File: src/sv/pfba_pkg.sv
// ---------------------------------------------------------------------------
// Page frame bitmap allocator package
// Shared constants, codes and types of the allocator.
// ---------------------------------------------------------------------------
`default_nettype none

package pfba_pkg;

   // Geometry of the bitmap and of a frame
   localparam int BITMAP_WORDS_DEFAULT = 1024;
   localparam int WORD_W               = 32;
   localparam int BIT_W                = 5;
   localparam int FRAME_SHIFT          = 12;
   localparam int ADDR_W               = 32;
   localparam int WORD_IDX_W           = ADDR_W - FRAME_SHIFT - BIT_W;
   localparam int WORDS_REG_W          = 11;

   // Request modes
   localparam logic MODE_ALLOC = 1'b0;
   localparam logic MODE_FREE  = 1'b1;

   // Result status codes
   localparam logic [1:0] STATUS_OK     = 2'd0;
   localparam logic [1:0] STATUS_NOFREE = 2'd1;
   localparam logic [1:0] STATUS_RANGE  = 2'd2;

   // Register map (word index, byte address bit 2)
   localparam logic REG_REGION_BASE  = 1'b0;
   localparam logic REG_WORDS_IN_USE = 1'b1;

   // Bit unit operations
   typedef enum logic {
      OP_SET_LOWEST,
      OP_CLEAR
   } bit_op_type;

   // Bit unit result
   typedef struct packed {
      logic              has_clear;
      logic [BIT_W-1:0]  bit_idx;
      logic [WORD_W-1:0] word;
      logic              now_full;
   } bit_res_type;

endpackage

`default_nettype wire

File: src/sv/pfba_bit_unit.sv
// ---------------------------------------------------------------------------
// Bitmap word unit
// Finds and sets the lowest clear bit of a word, or clears a given bit.
// ---------------------------------------------------------------------------
`default_nettype none

module pfba_bit_unit (
   input  wire logic [pfba_pkg::WORD_W-1:0] word_i,
   input  wire pfba_pkg::bit_op_type        op_i,
   input  wire logic [pfba_pkg::BIT_W-1:0]  bit_i,
   output pfba_pkg::bit_res_type            res_o
);

   logic [pfba_pkg::BIT_W-1:0]  sel_bit;
   logic [pfba_pkg::WORD_W-1:0] mask;
   logic                        found;
   logic [pfba_pkg::BIT_W-1:0]  low_bit;

   // Priority search for the lowest clear bit
   always_comb begin
      found   = 1'b0;
      low_bit = '0;
      for (int i = pfba_pkg::WORD_W - 1; i >= 0; i--) begin
         if (!word_i[i]) begin
            found   = 1'b1;
            low_bit = pfba_pkg::BIT_W'(i);
         end
      end
   end

   // Set or clear one bit
   always_comb begin
      case (op_i)
         pfba_pkg::OP_SET_LOWEST: sel_bit = low_bit;
         pfba_pkg::OP_CLEAR:      sel_bit = bit_i;
         default:                 sel_bit = bit_i;
      endcase
      mask = pfba_pkg::WORD_W'(1) << sel_bit;
      res_o.has_clear = found;
      res_o.bit_idx   = low_bit;
      case (op_i)
         pfba_pkg::OP_SET_LOWEST: res_o.word = word_i | mask;
         pfba_pkg::OP_CLEAR:      res_o.word = word_i & ~mask;
         default:                 res_o.word = word_i;
      endcase
      res_o.now_full = &res_o.word;
   end

endmodule

`default_nettype wire

File: config.mk
export PLATFORM = sky130hd
export DESIGN_NAME = pfba_bit_unit
export DESIGN_NICKNAME = d
export VERILOG_FILES = /design/src/sv/pfba_pkg.sv /design/src/sv/pfba_bit_unit.sv
export SDC_FILE = /design/constraint.sdc
export NUM_CORES = 1
export LEC_CHECK = 0
export BUFFER_PORTS_ARGS = -buffer_cell sky130_fd_sc_hd__buf_2
export CAP_MARGIN = 20
export CORE_UTILIZATION = 45
export DETAILED_ROUTE_END_ITERATION = 8
export GPL_TIMING_DRIVEN = 0
export PLACE_DENSITY = 0.85
export SYNTH_ARGS = -nofsm -noshare
export SYNTH_HDL_FRONTEND = slang
export SYNTH_SLANG_ARGS = --single-unit
File: constraint.sdc
create_clock -name vclk -period 5.11
set_input_delay 1.2775 -clock vclk [all_inputs]
set_output_delay 1.2775 -clock vclk [all_outputs]
set_load 0.005 [all_outputs]
* Word-level counts from Yosys, hierarchy flattened *
Cells that the tools add are included.
Widths: inputs -> output; s select.

word-level totals
  output and inout bits = 39
  logic and storage cells = 72
  flip-flop bits (word level) = 0
  input port bits = 38
  memory bits (read-only) = 0
  memories = 0
  latch bits = 0
  RAM bits = 0

cells by class
  shift operators = 1
  bitwise logic cells = 4
  equal/unequal tests = 0
  $mul = 0
  div/mod/pow operators = 0
  mux-type cells = 66
  add/sub/neg operators = 0
  reduce and logical (&&, ||, !) cells = 1
  $lt $le $gt $ge = 0

operators by type and width
  cell                  number
  $mux 5                32
  $pmux 32 s2           1
  $and 32x32->32        1
  $mux 1                32
  $not 32->32           1
  $or 32x32->32         1
  $reduce_and 32->1     1
  $shl 1x5->32 const A  1
  $pmux 5 s2            1
  $not 1->1             1

* Logic depth before layout (Yosys ltp) *
  depth in word-level cells = 38
  mapped depth = 11
  depth with buffers taken out = 10

* Worst setup path after synthesis *
OpenSTA, ideal clock, no wires.

  path type = input port to output port
  start = input port word_i[24] in the netlist's numbering
  end = output port res_o[0] in the netlist's numbering
  cell stages on the path = 10
  data arrival time = 3327 ps
  path buffers = 1
  required time = 3833 ps
  path slack = 506 ps
  cells stage by stage = and4_4 > a2111oi_2 > o211ai_1 > and2_4 > buf_6 > nor4_2 > a2bb2oi_2 > and4_1 > nand4b_1 > nor4_2

RTL lines
  element      line                 text
  from (decl)  pfba_bit_unit.sv:8   input wire logic [pfba_pkg::WORD_W-1:0] word_i,
  to (decl)    pfba_bit_unit.sv:11  output pfba_pkg::bit_res_type res_o

==> flow_summary_export.csv <==
group,metric,value,unit
timing,maxSlewViolCount,0,
synth,synth_cell_types,71,
flow_run,max_cap_viol_count,0,
synth,synth_top_cell_by_area,"nand2_1",
global_route,grt_pass1_wl,11.6,mm
status,violations,"setup timing",
power,clockPowerShare,0,%
synth,syn_inst,252,
timing,hold_viol,0,
timing,period_minus_slack,5.24,ns
routing,num_vias,2723,
power,cellInternalPower,81.3,uW
layout,drive_gt1_share,45.5,%
worst_setup_path,cp.arrival,3.96,ns
routing,drc,0,
status,status,"finished with violations",
layout,synthToLayoutAreaGrowth,52.7,%
timing,setup_viol,1,
routing,drt-pass1-iter-count,5,
synth,synth_warnings,0,
die,fp.coreArea,3470,um^2
worst_setup_path,path_class,"in2out",
timing,worst_slew_pin_slew,0.717,ns
global_route,grt_pass1_vias,2276,
power,power_density,77.4,nW/um^2
worst_setup_path,cp-start-kind,"primary input",
die,row_count,21,
timing,max-slew-margin-rel,51.8,%
synth,syn_area,1700,um^2
synth,syn_nets,290,
global_route,antenna_found_initial,0,
timing,layout_setup_ws,-0.129,ns
routing,vias_per_cell,6.81,
layout,fillers,305,
layout,mostFrequentLayoutCells,"buf_2 (68), buf_4 (30), nand2_1 (28)",
power,share_seq_of_total_power,0,%
power,vdd_drop_max,0.0000398,V
placed_design,dp_cells,375,
worst_setup_path,end_kind,"output port",
power,p_leak,0.00109,uW
layout,nClkBuffers,0,
placed_design,dp_hpwl,5.83,mm
worst_setup_path,path_max_fanout,10,
timing,fmax,0.191,GHz
layout,seqCellArea,0,um^2
worst_setup_path,required,3.83,ns
power,total_power,201,uW
global_route,grt-ovfl-total,0,
layout,final_common_cell,"buf_2",
placed_design,gp_congestion,1.01,
global_route,track_usage,36.2,%
routing,wire_per_inst,20.6,um
layout,stdcell_count,400,
routing,drt_iter0_markers,377,
timing,rsz0062_at_grt,"yes",
layout,num-nets-final,394,
power,p_comb_share,100.0,%
routing,antenna_left,0,
synth,yosysSeqAreaShare,0,%
layout,seq_cell_count,0,
layout,num_antenna_cells,0,
hold_path,hp-class,"in2out",
die,die_h,63.4,um
die,die_x,63.4,um
power,p_sw,120,uW
power,switching_share,59.5,%
layout,multi_input_comb_area,1790,um^2
timing,timing.final.crit_share,103,%
routing,wirelength,8.22,mm
synth,postSynthAreaPerCell,6.74,um^2
synth,synth_top_area_share,6.41,%
die,initial_core_util,49.0,%
die,die_area,4030,um^2
die,pin_count,77,
synth,synthTopCellsByArea,"nand2_1 (6.4%), a21oi_1 (4.7%), o21ai_0 (4.4%)",
placed_design,port_buffers,77,
global_route,grt_max_degree,11,
## cell families after synthesis
group                  Yosys count  share of synthesized area [%]
multiplexers                     2                           1.25
AND/OR/NAND/NOR                129                           44.6
AO/OA/AOI/OAI                   97                           47.0
buffers and inverters           24                           7.22
## metal layers
metal | wire length [um] | GRT usage, %
met1 | 3360 | 51.8
met5 | 0 | 0
met3 | 936 | 3.99
met4 | 329 | 12.2
met2 | 3600 | 55.3
## final timing paths
check / start / endpoint / slack (ns) / cells past startpoint
worst max-delay path: word_i[30] / res_o[0] / -0.13 / 12
worst min-delay path: word_i[26] / res_o[27] / 2.88 / 3
## synth_stat cells, types with 4 or more instances
| library cell | number |
|---|---|
| and4_1 | 4 |
| nand4_1 | 10 |
| and2_1 | 4 |
| o31ai_1 | 4 |
| a21o_1 | 7 |
| nor3_1 | 7 |
| o21ai_1 | 4 |
| clkbuf_1 | 5 |
| and3_1 | 7 |
| nor2_1 | 17 |
| a21oi_1 | 16 |
| o21ai_0 | 15 |
| nand2_1 | 29 |
| inv_1 | 11 |
| or3_1 | 5 |
| a22o_1 | 7 |
| nand2b_1 | 5 |
| o211ai_1 | 4 |
| nand3_1 | 10 |
| o22a_1 | 4 |
## what timing repair did
item | 4_1_cts | 5_1_grt
setup endpoints to repair | 1 | 1
setup buffers | 3 | 23
hold buffers | 0 | 0
gates resized for setup | 4 | 55
pin swaps | 5 | 29
## area by class of cell
cell class         instances  area share (%)
plain buffers             11            2.84
inverters                 12            1.74
multi-input cells        228            68.8
well taps                 46            2.22
repair buffers           103            24.4
## worst max-delay path: stages
cell,delay [ns]
buf_8,0.10
nor2b_1,0.12
o221ai_1,0.40
a211oi_4,0.17
o211ai_4,0.29
inv_2,0.18
nor4_4,0.36
a2bb2oi_2,0.21
nor3b_2,0.21
nand4_1,0.16
nor4_2,0.30
buf_2,0.17
## through the flow
step / hold slack, ns / utilization [%] / TNS [ns] / instance area, um^2 / worst slack [ns]
global placement: 2.90 / 61.8 / -0.184 / 2140 / -0.184
detailed placement: 2.90 / 61.8 / -0.127 / 2140 / -0.127
global route: 2.90 / 74.8 / -0.197 / 2590 / -0.197
floorplan: 2.65 / - / 0 / 1700 / 0.506
CTS: 2.90 / 63.7 / 0 / 2210 / 0.0000724
finish: 2.88 / 74.8 / -0.129 / 2590 / -0.129
## power groups by stage
stage | Combinational (uW) | Sequential [uW] | Clock, uW
finish | 201 | 0 | 0
detailed placement | 157 | 0 | 0
floorplan | 87.8 | 0 | 0
CTS | 162 | 0 | 0
global route | 211 | 0 | 0
global placement | 157 | 0 | 0
Note: power is estimated with default switching activity, not from simulation.
